===== src/hdl/ssp_pkg.sv =====
// Shared types and constants for the seeded shuffle permutation core.
`default_nettype none

package ssp_pkg;

	// Count width: deck sizes up to 64 plus the value 64 itself.
	localparam int CW = 7;
	// Width of one stored entry and of the emitted slot and index fields.
	localparam int DW = 6;
	localparam int RESULT_LIMIT = 64;
	localparam logic [CW-1:0] DECK_SIZE_RESET = 7'd9;

	// splitmix64 constants.
	localparam logic [63:0] C_GOLDEN = 64'h9E37_79B9_7F4A_7C15;
	localparam logic [63:0] C_MIX1   = 64'hBF58_476D_1CE4_E5B9;
	localparam logic [63:0] C_MIX2   = 64'h94D0_49BB_1331_11EB;
	localparam int SH_ADD  = 30;
	localparam int SH_MIX1 = 27;
	localparam int SH_MIX2 = 31;

	// Remainder unit: bits consumed per cycle and steps per 64-bit value.
	localparam int MOD_DIGIT = 4;
	localparam int MOD_STEPS = 64 / MOD_DIGIT;
	localparam int DIG_W     = $clog2(MOD_STEPS);

	// Partial product phases of the 64x64 low-half multiply.
	localparam logic [1:0] MP_LL = 2'd0;
	localparam logic [1:0] MP_LH = 2'd1;
	localparam logic [1:0] MP_HL = 2'd2;

	// Datapath operations.
	localparam logic [3:0] OP_NOP  = 4'd0;
	localparam logic [3:0] OP_SEED = 4'd1;
	localparam logic [3:0] OP_INIT = 4'd2;
	localparam logic [3:0] OP_ADD  = 4'd3;
	localparam logic [3:0] OP_MUL  = 4'd4;
	localparam logic [3:0] OP_MIX1 = 4'd5;
	localparam logic [3:0] OP_MIX2 = 4'd6;
	localparam logic [3:0] OP_MOD  = 4'd7;
	localparam logic [3:0] OP_SWRD = 4'd8;
	localparam logic [3:0] OP_SWWI = 4'd9;
	localparam logic [3:0] OP_SWWJ = 4'd10;
	localparam logic [3:0] OP_EMIT = 4'd11;

	typedef struct packed {
		logic [3:0]    op;
		logic          mul_sel;
		logic [1:0]    mul_ph;
		logic [CW-1:0] idx;
		logic [CW-1:0] n;
		logic          last;
	} cmd_t;

endpackage

`default_nettype wire


===== src/hdl/seeded_shuffle_permutation_core.sv =====
// Top level of the seeded shuffle permutation core: sequencer plus datapath.
//
// Usage: write deck_size on the cfg channel (cfg_ready is always high) while
// the core is idle. Pulse start with a 64-bit seed while busy is low; the core
// seeds a splitmix64 generator, loads the identity order of n = min(deck_size,
// capacity) entries, runs one Fisher-Yates pass and then streams n results.
// Each result beat shows position, entry_index and last for one cycle, marked
// by result_strobe; last flags the final slot. The receiver takes every beat.
// A request runs the start, the load of n entries, n-1 Fisher-Yates steps and
// the emission of n results, the first result in the cycle after emission
// begins. Each Fisher-Yates step is one add, two 64-bit multiplies of three
// 32x32 partial products each on the single shared multiplier, two mix steps,
// 16 remainder steps at four bits each, then a read and two writes on the one
// write port of the entry memory. A deck size of zero only loads the seed and
// produces no beat.
// Reset: arst_n clears the sequencer to idle and deck_size to 9; the entry
// memory is left undefined and is always written before it is read.
`default_nettype none

module seeded_shuffle_permutation_core #(
	parameter int MAX_ENTRIES = 64
) (
	input  logic                    clk,
	input  logic                    arst_n,
	input  logic                    start,
	output logic                    busy,
	input  logic [63:0]             seed,
	input  logic                    cfg_valid,
	output logic                    cfg_ready,
	input  logic [ssp_pkg::CW-1:0]  deck_size,
	output logic                    result_strobe,
	output logic [ssp_pkg::DW-1:0]  position,
	output logic [ssp_pkg::DW-1:0]  entry_index,
	output logic                    last
);
	import ssp_pkg::*;

	cmd_t cmd;

	// Config writes are always taken; they land only while idle by contract.
	assign cfg_ready = 1'b1;

	ssp_ctrl #(
		.MAX_ENTRIES(MAX_ENTRIES)
	) u_ctrl (
		.clk       (clk),
		.arst_n    (arst_n),
		.start     (start),
		.busy      (busy),
		.cfg_valid (cfg_valid),
		.deck_size (deck_size),
		.cmd       (cmd)
	);

	ssp_dp #(
		.MAX_ENTRIES(MAX_ENTRIES)
	) u_dp (
		.clk           (clk),
		.arst_n        (arst_n),
		.cmd           (cmd),
		.seed          (seed),
		.result_strobe (result_strobe),
		.position      (position),
		.entry_index   (entry_index),
		.last          (last)
	);

endmodule

`default_nettype wire


===== src/hdl/ssp_ctrl.sv =====
// Sequencer for the shuffle core: holds the deck size register and issues datapath commands.
`default_nettype none

module ssp_ctrl #(
	parameter int MAX_ENTRIES = 64
) (
	input  logic                     clk,
	input  logic                     arst_n,
	input  logic                     start,
	output logic                     busy,
	input  logic                     cfg_valid,
	input  logic [ssp_pkg::CW-1:0]   deck_size,
	output ssp_pkg::cmd_t            cmd
);
	import ssp_pkg::*;

	localparam int CAP_I = (MAX_ENTRIES < RESULT_LIMIT) ? MAX_ENTRIES : RESULT_LIMIT;
	localparam logic [CW-1:0] CAP = CW'(CAP_I);
	localparam logic [CW-1:0] ONE = CW'(1);

	localparam logic [3:0] S_IDLE = 4'd0;
	localparam logic [3:0] S_INIT = 4'd1;
	localparam logic [3:0] S_ADD  = 4'd2;
	localparam logic [3:0] S_MUL1 = 4'd3;
	localparam logic [3:0] S_MIX1 = 4'd4;
	localparam logic [3:0] S_MUL2 = 4'd5;
	localparam logic [3:0] S_MIX2 = 4'd6;
	localparam logic [3:0] S_MOD  = 4'd7;
	localparam logic [3:0] S_SWRD = 4'd8;
	localparam logic [3:0] S_SWWI = 4'd9;
	localparam logic [3:0] S_SWWJ = 4'd10;
	localparam logic [3:0] S_EMIT = 4'd11;

	logic [3:0]       state_q;
	logic [CW-1:0]    deck_q;
	logic [CW-1:0]    n_q;
	logic [CW-1:0]    i_q;
	logic [1:0]       ph_q;
	logic [DIG_W-1:0] dig_q;
	logic [CW-1:0]    n_in;
	logic [CW-1:0]    i_nx;
	logic [CW-1:0]    i_nx2;

	assign n_in  = (deck_q > CAP) ? CAP : deck_q;
	assign i_nx  = i_q + ONE;
	assign i_nx2 = i_nx + ONE;
	assign busy  = (state_q != S_IDLE);

	always_comb begin
		cmd.op      = OP_NOP;
		cmd.mul_sel = 1'b0;
		cmd.mul_ph  = ph_q;
		cmd.idx     = i_q;
		cmd.n       = n_q;
		cmd.last    = (i_nx == n_q);
		unique case (state_q)
			S_IDLE: begin
				if (start) begin
					cmd.op = OP_SEED;
				end
			end
			S_INIT: cmd.op = OP_INIT;
			S_ADD:  cmd.op = OP_ADD;
			S_MUL1: cmd.op = OP_MUL;
			S_MIX1: cmd.op = OP_MIX1;
			S_MUL2: begin
				cmd.op      = OP_MUL;
				cmd.mul_sel = 1'b1;
			end
			S_MIX2: cmd.op = OP_MIX2;
			S_MOD:  cmd.op = OP_MOD;
			S_SWRD: cmd.op = OP_SWRD;
			S_SWWI: cmd.op = OP_SWWI;
			S_SWWJ: cmd.op = OP_SWWJ;
			S_EMIT: cmd.op = OP_EMIT;
			default: cmd.op = OP_NOP;
		endcase
	end

	always_ff @(posedge clk or negedge arst_n) begin
		if (!arst_n) begin
			state_q <= S_IDLE;
			deck_q  <= DECK_SIZE_RESET;
			n_q     <= '0;
			i_q     <= '0;
			ph_q    <= MP_LL;
			dig_q   <= '0;
		end else begin
			if (cfg_valid) begin
				deck_q <= deck_size;
			end
			unique case (state_q)
				S_IDLE: begin
					if (start) begin
						n_q <= n_in;
						i_q <= '0;
						if (n_in != '0) begin
							state_q <= S_INIT;
						end
					end
				end
				S_INIT: begin
					if (i_nx == n_q) begin
						i_q     <= '0;
						state_q <= (n_q == ONE) ? S_EMIT : S_ADD;
					end else begin
						i_q <= i_nx;
					end
				end
				S_ADD: begin
					ph_q    <= MP_LL;
					state_q <= S_MUL1;
				end
				S_MUL1: begin
					if (ph_q == MP_HL) begin
						ph_q    <= MP_LL;
						state_q <= S_MIX1;
					end else begin
						ph_q <= ph_q + 2'd1;
					end
				end
				S_MIX1: state_q <= S_MUL2;
				S_MUL2: begin
					if (ph_q == MP_HL) begin
						ph_q    <= MP_LL;
						state_q <= S_MIX2;
					end else begin
						ph_q <= ph_q + 2'd1;
					end
				end
				S_MIX2: begin
					dig_q   <= '0;
					state_q <= S_MOD;
				end
				S_MOD: begin
					dig_q <= dig_q + DIG_W'(1);
					if (dig_q == DIG_W'(MOD_STEPS - 1)) begin
						state_q <= S_SWRD;
					end
				end
				S_SWRD: state_q <= S_SWWI;
				S_SWWI: state_q <= S_SWWJ;
				S_SWWJ: begin
					if (i_nx2 < n_q) begin
						i_q     <= i_nx;
						state_q <= S_ADD;
					end else begin
						i_q     <= '0;
						state_q <= S_EMIT;
					end
				end
				S_EMIT: begin
					i_q <= i_nx;
					if (i_nx == n_q) begin
						state_q <= S_IDLE;
					end
				end
				default: state_q <= S_IDLE;
			endcase
		end
	end

endmodule

`default_nettype wire


===== src/hdl/ssp_dp.sv =====
// Datapath of the shuffle core: splitmix64 generator, shared multiplier, remainder unit, entry memory.
`default_nettype none

module ssp_dp #(
	parameter int MAX_ENTRIES = 64
) (
	input  logic                    clk,
	input  logic                    arst_n,
	input  ssp_pkg::cmd_t           cmd,
	input  logic [63:0]             seed,
	output logic                    result_strobe,
	output logic [ssp_pkg::DW-1:0]  position,
	output logic [ssp_pkg::DW-1:0]  entry_index,
	output logic                    last
);
	import ssp_pkg::*;

	localparam int AW = (MAX_ENTRIES > 1) ? $clog2(MAX_ENTRIES) : 1;

	logic [63:0]   rng_q;
	logic [63:0]   z_q;
	logic [63:0]   acc_q;
	logic [DW-1:0] rem_q;
	logic [AW-1:0] j_q;
	logic [DW-1:0] perm_q [MAX_ENTRIES];
	logic [DW-1:0] rd_a_q;
	logic [DW-1:0] rd_b_q;
	logic [DW-1:0] position_s1;
	logic          last_s1;
	logic          valid_s1;

	logic [63:0]   rng_sum;
	logic [63:0]   mul_b;
	logic [31:0]   mx;
	logic [31:0]   my;
	logic [63:0]   prod;
	logic [CW-1:0] span;
	logic [DW-1:0] rem_nx;
	logic [CW-1:0] j_nx;
	logic [AW-1:0] i_addr;
	logic          we;
	logic [AW-1:0] wa;
	logic [DW-1:0] wd;

	assign rng_sum = rng_q + C_GOLDEN;
	assign mul_b   = cmd.mul_sel ? C_MIX2 : C_MIX1;
	assign mx      = (cmd.mul_ph == MP_HL) ? z_q[63:32] : z_q[31:0];
	assign my      = (cmd.mul_ph == MP_LH) ? mul_b[63:32] : mul_b[31:0];
	assign prod    = mx * my;
	assign span    = cmd.n - cmd.idx;
	assign j_nx    = cmd.idx + CW'(rem_q);
	assign i_addr  = AW'(cmd.idx);

	// Restoring remainder, MOD_DIGIT bits of the draw per cycle, top bits first.
	always_comb begin : rem_step
		logic [DW:0]   t;
		logic [DW-1:0] r;
		r = rem_q;
		t = '0;
		for (int k = 0; k < MOD_DIGIT; k++) begin
			t = {r, z_q[63-k]};
			if (t >= span) begin
				t = t - span;
			end
			r = t[DW-1:0];
		end
		rem_nx = r;
	end

	always_comb begin
		we = 1'b0;
		wa = i_addr;
		wd = cmd.idx[DW-1:0];
		unique case (cmd.op)
			OP_INIT: we = 1'b1;
			OP_SWWI: begin
				we = 1'b1;
				wd = rd_b_q;
			end
			OP_SWWJ: begin
				we = 1'b1;
				wa = j_q;
				wd = rd_a_q;
			end
			default: we = 1'b0;
		endcase
	end

	// Entry memory: one write port, two registered read ports.
	always_ff @(posedge clk) begin
		if (we) begin
			perm_q[wa] <= wd;
		end
		if (cmd.op == OP_SWRD || cmd.op == OP_EMIT) begin
			rd_a_q <= perm_q[i_addr];
		end
		if (cmd.op == OP_SWRD) begin
			rd_b_q <= perm_q[AW'(j_nx)];
			j_q    <= AW'(j_nx);
		end
	end

	always_ff @(posedge clk) begin
		unique case (cmd.op)
			OP_SEED: rng_q <= seed;
			OP_ADD: begin
				rng_q <= rng_sum;
				z_q   <= rng_sum ^ (rng_sum >> SH_ADD);
			end
			OP_MUL: begin
				case (cmd.mul_ph)
					MP_LL:   acc_q <= prod;
					default: acc_q[63:32] <= acc_q[63:32] + prod[31:0];
				endcase
			end
			OP_MIX1: z_q <= acc_q ^ (acc_q >> SH_MIX1);
			OP_MIX2: begin
				z_q   <= acc_q ^ (acc_q >> SH_MIX2);
				rem_q <= '0;
			end
			OP_MOD: begin
				z_q   <= z_q << MOD_DIGIT;
				rem_q <= rem_nx;
			end
			OP_EMIT: begin
				position_s1 <= cmd.idx[DW-1:0];
				last_s1     <= cmd.last;
			end
			default: rng_q <= rng_q;
		endcase
	end

	always_ff @(posedge clk or negedge arst_n) begin
		if (!arst_n) begin
			valid_s1 <= 1'b0;
		end else begin
			valid_s1 <= (cmd.op == OP_EMIT);
		end
	end

	assign result_strobe = valid_s1;
	assign position      = position_s1;
	assign entry_index   = rd_a_q;
	assign last          = last_s1;

endmodule

`default_nettype wire

===== config.mk =====
export PLATFORM = sky130hd
export DESIGN_NAME = seeded_shuffle_permutation_core
export DESIGN_NICKNAME = d
export VERILOG_FILES = /design/src/hdl/ssp_pkg.sv /design/src/hdl/seeded_shuffle_permutation_core.sv /design/src/hdl/ssp_ctrl.sv /design/src/hdl/ssp_dp.sv
export SDC_FILE = /design/constraint.sdc
export NUM_CORES = 2
export LEC_CHECK = 0
export ABC_AREA = 1
export BUFFER_PORTS_ARGS = -buffer_cell sky130_fd_sc_hd__buf_2
export CAP_MARGIN = 20
export CORE_UTILIZATION = 40
export DETAILED_ROUTE_END_ITERATION = 8
export GPL_TIMING_DRIVEN = 1
export PLACE_DENSITY = 0.59
export SLEW_MARGIN = 20
export SYNTH_ARGS = -nofsm -noshare
export SYNTH_HDL_FRONTEND = slang
export SYNTH_SLANG_ARGS = --single-unit

===== constraint.sdc =====
create_clock -name clk -period 27.9 [get_ports clk]
set_input_delay 4.185 -clock clk [delete_from_list [all_inputs] [get_ports clk]]
set_output_delay 4.185 -clock clk [all_outputs]
set_load 0.01 [all_outputs]

======== Word level (Yosys, flattened, before mapping) ========
Memory sizes are Yosys's and may differ from the RTL's. A register that Yosys moved wholly into a read port is not among the register bits.
Index checks and enable logic that the tools add are counted.
storage, ports and cells
  RAM bits ................................ 384
  bits in read-only memories .............. 0
  register bits after elaboration ......... 243
  output and inout port bits .............. 16
  input port bits ......................... 75
  latch bits .............................. 0
  memories kept ........................... 1
operators by class
  mux-type cells .......................... 37
  reduce and logical (&&, ||, !) cells .... 17
  shift operators ......................... 0
  equal/unequal tests ..................... 34
  $lt $le $gt $ge ......................... 6
  $add $sub $neg .......................... 12
  divide/modulo/power cells ............... 0
  bitwise logic cells ..................... 3
  multipliers ............................. 1
memory list
  name         words  width  rd ports  clocked after memory_dff  write ports  RTL line      source
  u_dp.perm_q  64     6      2         2                         1            ssp_dp.sv:25  logic [DW-1:0] perm_q [MAX_ENTRIES];
operators by type and width
  kind                                           number
  one-hot mux 64 bit (4 select lines)            1
  one-hot mux 64 bit (2 select lines)            1
  two-way mux 32 bit                             3
  adder 64 bit, second input constant            1
  multiplier 32 x 32 -> 64 bit                   1
  bitwise XOR 64 x 33 -> 64 bit                  1
  bitwise XOR 64 x 34 -> 64 bit                  1
  bitwise XOR 64 x 37 -> 64 bit                  1
  two-way mux 62 bit                             1
  one-hot mux 4 bit (12 select lines)            1
  one-hot mux 4 bit (11 select lines)            1
  == test 4 bit, second input constant           9
  two-way mux 4 bit                              9
  adder 32 bit                                   1
  == test 4 x 3 -> 1 bit, second input constant  8
  two-way mux 6 bit                              5
  >= comparator 7 bit                            4
  two-way mux 7 bit                              4
  one-hot mux 7 bit (4 select lines)             1
  one-hot mux 6 bit (2 select lines)             2
  subtractor 6 bit                               4
  == test 4 x 2 -> 1 bit, second input constant  4
  adder 7 x 1 -> 7 bit, second input constant    2
  != test 2 x 1 -> 1 bit, second input constant  6
  26 further kinds                               38

======== Depth between registers and ports, before layout ========
  word-level depth ........................ 10
  depth in mapped cells ................... 49
  depth with buffers taken out ............ 47

======== Modules after synthesis ========
Synthesis repeated with hierarchy kept, for this count alone.
second synthesis, totals
  cell total of the unflattened synthesis .. 8255
  area, all modules ....................... 69608.0 um^2
by module, submodules not included
  module                           sequential area each (um^2)  cells an instance  instances  area each (um^2)
  ssp_dp                           18252.5                      7947               1          67292.0
  ssp_ctrl                         778.2                        306                1          2304.7
  seeded_shuffle_permutation_core  0.0                          2                  1          11.3

======== Worst setup path after synthesis ========
Ideal clock, no wire load.
  path type ............................... flip-flop to flip-flop
  from .................................... register u_ctrl.state_q[0]
  to ...................................... register u_dp.acc_q[63] (data pin)
  data required time ...................... 27.646 ns
  path slack .............................. 18.686 ns
  buffers on the path ..................... 4
  period minus slack after synthesis ...... 9.214 ns
  stages on the path, launching flop included .. 46
  arrival time ............................ 8.961 ns
  cells stage by stage .................... dfrtp_1 -> buf_2 -> inv_1 -> nor2_1 -> inv_2 -> nor2_2 -> clkbuf_1 -> inv_1 -> ha_1 -> clkbuf_1 -> clkbuf_1 -> nor2_1 -> fa_1 -> fa_1 -> fa_1 -> inv_1 -> fa_1 -> inv_1 -> [10 not listed] -> nor2_1 -> inv_1 -> o21bai_1 -> inv_1 -> nand2_1 -> xor2_1 -> ha_1 -> a21oi_1 -> nor2_1 -> nor2_1 -> a21boi_0 -> nor2_1 -> nor2_1 -> nand2_1 -> inv_1 -> nand2_1 -> nand3_1 -> nand2_1
between the ends
  cells in the longest elaborated chain, start to end .. 7
RTL lines
  what                          RTL line         source
  from (decl)                   ssp_ctrl.sv:34   logic [3:0] state_q;
  from (signal assigned)        ssp_ctrl.sv:105  state_q <= (n_q == ONE) ? S_EMIT : S_ADD;
  == test 4 x 3 -> 1 bit        ssp_ctrl.sv:56   unique case (state_q)
  two-way mux 1 bit             ssp_ctrl.sv:56
  two-way mux 62 bit            ssp_dp.sv:46     assign mul_b = cmd.mul_sel ? C_MIX2 : C_MIX1;
  two-way mux 32 bit            ssp_dp.sv:48     assign my = (cmd.mul_ph == MP_LH) ? mul_b[63:32] : mul_b[31:0];
  multiplier 32 x 32 -> 64 bit  ssp_dp.sv:49     assign prod = mx * my;
  named net u_dp.prod[20]       ssp_dp.sv:36     logic [63:0] prod;
  adder 32 bit                  ssp_dp.sv:113    default: acc_q[63:32] <= acc_q[63:32] + prod[31:0];
  two-way mux 32 bit            ssp_dp.sv:111    case (cmd.mul_ph)
  to (signal assigned)          ssp_dp.sv:112    MP_LL: acc_q <= prod;
  to (signal assigned)          ssp_dp.sv:113
  to (decl)                     ssp_dp.sv:22     logic [63:0] acc_q;
The timed path passes the listed nets, and every way through them passes these cells.
A chain may end at the register's enable or synchronous reset.

======== Final worst setup path ========
  from .................................... register u_ctrl.ph_q[0]
  to ...................................... register u_dp.acc_q[57] (data pin)
between the ends
  cells in the longest elaborated chain, start to end .. 5
RTL lines
  what                                                            RTL line                    source
  from (decl)                                                     ssp_ctrl.sv:38              logic [1:0] ph_q;
  from (signal assigned)                                          ssp_ctrl.sv:119             ph_q <= ph_q + 2'd1;
  from (signal assigned)                                          ssp_ctrl.sv:128             ph_q <= ph_q + 2'd1;
  == test 2 bit / == test 2 x 1 -> 1 bit (equally long branches)  ssp_dp.sv:47, ssp_dp.sv:48
  two-way mux 32 bit (on tied branches)                           ssp_dp.sv:47, ssp_dp.sv:48
  multiplier 32 x 32 -> 64 bit (*)                                ssp_dp.sv:49
  named net u_dp.prod[24]                                         ssp_dp.sv:36
  adder 32 bit (*)                                                ssp_dp.sv:113
  two-way mux 32 bit (*)                                          ssp_dp.sv:111
The timed path passes the listed nets; every way through them passes the cells marked *.

==> results_dict.tcl <==
set metrics [dict create \
    numCtsBuffers 73 \
    reg2reg_to "u_dp.acc_q[57]" \
    ys_types 66 \
    final-hold-violation-count 0 \
    grt_max_degree 179 \
    synth_edf_count 607 \
    final_common_cell "inv_1" \
    clock.fmax_mhz 89.26 \
    routed_wl_um 272100 \
    async_reset_ff_frac 0.05008 \
    cellLeakagePower_nw 34.19 \
    vias 58760 \
    post-route-period-util 0.4015 \
    coreArea_um2 171500 \
    cp_max_fo 41 \
    r2r-start "u_ctrl.ph_q[0]" \
    port_buffers 89 \
    hold_path_end "u_ctrl.dig_q[0]" \
    rsz0062_at_grt "false" \
    cts_max_level 3 \
    layout_min_cycle_time_ps 11200 \
    dp_hpwl_um 219700 \
    io_pins 91 \
    die-area_um2 174400 \
    postCtsSetupRepairBufs 0 \
    crit_family "adder cells" \
    clockBufferDepth 3 \
    layout_setup_ws_ps 16700 \
    path_common_cell "inv_1" \
    place_congestion 1.016 \
    yosysSeqAreaShare 0.2754 \
    wire_per_inst_um 25.86 \
    cts_tree "built" \
    final_max_slew_viol_count 0 \
    row_count 152 \
    drive_gt1_frac 0.05139 \
    min_path_cells 1 \
    insertion_delay_ps 700 \
    layout.cells.non_filler 10520 \
    grt_pass1_vias 57990 \
    setup_viol 0 \
    synth_cells 8182 \
    ir_worst_vdd_mv 0.05056 \
    fillCellCount 17090 \
    synthFlopType "edfxtp_1" \
    p_per_area_nw_per_um2 28.11 \
    crit_required_ps 28350 \
    placed_area_um2 71980 \
    fp.dieH_um 417.6 \
    slowest_stage "ha_1" \
    vias_per_cell 5.583 \
    syn2layout_area_growth_pct 7.870 \
    numPlacedInstances 10390 \
    grt_pass1_wl_um 396300 \
    skew_ps 46.78 \
    yosys_warnings 0 \
    cts_resized 0 \
    root_buffer "clkbuf_16" \
    nets 9475 \
    ant_nets 0 \
    antenna_found_initial 1 \
    hold_class "reg2reg" \
    outcome "finished clean" \
    max_stage_delay_ps 590 \
    hold_start "u_ctrl.dig_q[0]" \
    syn-num-nets 9504 \
    crit_path_end_kind "flop" \
    drc 0 \
    dp_slack_ps 16770 \
    fin_tns_setup_ps 0 \
    path_class "reg2reg" \
    syn_area_um2 69100 \
    clk_pin_slew_ps 70 \
    grt_overflow 0 \
    tightest_slew_ps 1069 \
    arrival_ps 11650 \
    startpoint_type "flop" \
    max_slew_margin 0.2823 \
    path_buf_inv 15 \
    max-cap-violations 0 \
    synth_seq_cells 639 \
    final_cell_mix "inv_1, nand2_1, nor2_1" \
    avgSynthCellArea_um2 8.445 \
    drtIter0Drc 6700 \
    start_util 0.4028 \
    fp.dieW_um 417.6 \
    r2r_cells 40 \
    cts.sinks 639 \
    r2r_slack_ps 16700 \
    drt-pass1-iter-count 6 \
    fin_area_um2 74530 \
    ctsHoldBuffers 0 \
    gr-usage-all-layers 0.3111 \
]
[metal layers]
metal,track usage,up-vias,part of all wire
li1,-,26200,-
met1,0.4202,29310,0.41
met2,0.4940,2784,0.46
met3,0.05654,465,0.086
met4,0.1231,2,0.046
met5,0,-,0.000048
[report_power, final]
group	leakage, nW	internal, W	total [W]	switching (W)
clock network	1.21	0.000597	0.00104	0.000447
registers	6.24	0.00104	0.00104	0.00000102
logic	26.7	0.00000630	0.0000139	0.00000754
total	34.2	0.00164	0.00210	0.000456
[through the flow]
step / hold WS (ps) / total power, W / utilization
after floorplan: 419.6 / 0.001062 / -
after global placement: 489.5 / 0.001072 / 0.4196
after detailed placement: 501.0 / 0.001072 / 0.4196
after CTS: 509.3 / 0.002106 / 0.4344
after global routing: 522.6 / 0.002136 / 0.4344
final: 502.7 / 0.002095 / 0.4345
[area by class of cell]
type | instances | area (µm²) | area share
clock inverter | 40 | 580.6 | 0.007789
tap | 2310 | 2890 | 0.03878
multi-input combinational | 5777 | 43360 | 0.5818
antenna | 3 | 7.507 | 0.0001007
clock buffer | 93 | 1953 | 0.02620
inverter | 1486 | 5593 | 0.07504
sequential | 639 | 19040 | 0.2554
timing repair buffer | 176 | 1111 | 0.01491
[cell usage after synthesis, types with 9 or more instances]
cell type | number | area (µm²)
inv_1 | 1453 | 5454
mux2i_1 | 18 | 180.2
a21oi_1 | 288 | 1441
or2_2 | 28 | 175.2
o211ai_1 | 24 | 180.2
nor2_2 | 18 | 112.6
dfrtp_1 | 30 | 750.7
xor2_1 | 96 | 840.8
o21bai_1 | 24 | 180.2
inv_2 | 24 | 90.09
a22oi_1 | 28 | 210.2
buf_2 | 91 | 455.4
nand3b_1 | 31 | 232.7
nor3_1 | 38 | 190.2
buf_4 | 9 | 67.56
o21ai_1 | 41 | 205.2
fa_1 | 830 | 16620
nand2_1 | 1297 | 4868
xnor2_1 | 58 | 508.0
nor2_1 | 1147 | 4305
a31oi_1 | 31 | 193.9
o22ai_1 | 189 | 1182
edfxtp_1 | 607 | 18230
a21o_1 | 14 | 105.1
nand3_1 | 336 | 1682
o21a_1 | 12 | 90.09
ha_1 | 417 | 5218
clkbuf_1 | 170 | 638.1
o21ai_0 | 689 | 3448
nand4_1 | 35 | 219.0
[state kept, by name, summed over array words and instances, names as in the netlist]
| signal | count |
|---|---|
| u_ctrl.dig_q | 4 |
| u_ctrl.i_q | 7 |
| u_dp.perm_q | 384 |
| u_ctrl.ph_q | 2 |
| u_dp.j_q | 6 |
| u_dp.rem_q | 6 |
| u_dp.acc_q | 64 |
| u_ctrl.state_q | 4 |
| u_ctrl.n_q | 7 |
| u_ctrl.deck_q | 7 |
| u_dp.result_strobe | 1 |
| u_dp.position | 6 |
| u_dp.rd_b_q | 6 |
| u_dp.last | 1 |
| u_dp.rng_q | 64 |
| u_dp.z_q | 64 |
| u_dp.entry_index | 6 |
[logic make-up (layout without fill, tap and decap cells)]
kind of cell	after synthesis	count (layout)	synth area share
AND/OR/NAND/NOR	2971	2971	0.1772
multiplexers	21	21	0.003096
AO/OA/AOI/OAI	1380	1380	0.1096
buffers and inverters	1766	1795	0.09840
flip-flops	639	639	0.2754
other	1	4	0.00005427
adder cells (fa/ha/maj)	1247	1247	0.3160
XOR/XNOR	157	157	0.02023
[worst max path at each step]
stage                     slack [ps]             end         startpoint  cells past startpoint
after floorplan                18690  u_dp.acc_q[63]  u_ctrl.state_q[0]                     45
after global placement         16760  u_dp.acc_q[57]     u_ctrl.ph_q[0]                     35
after detailed placement       16770  u_dp.acc_q[57]     u_ctrl.ph_q[0]                     33
after CTS                      16750  u_dp.acc_q[57]     u_ctrl.ph_q[0]                     33
after global routing           16310  u_dp.acc_q[61]  u_ctrl.state_q[0]                     40
final                          16700  u_dp.acc_q[57]     u_ctrl.ph_q[0]                     40
Note: power is estimated with default switching activity, not from simulation.
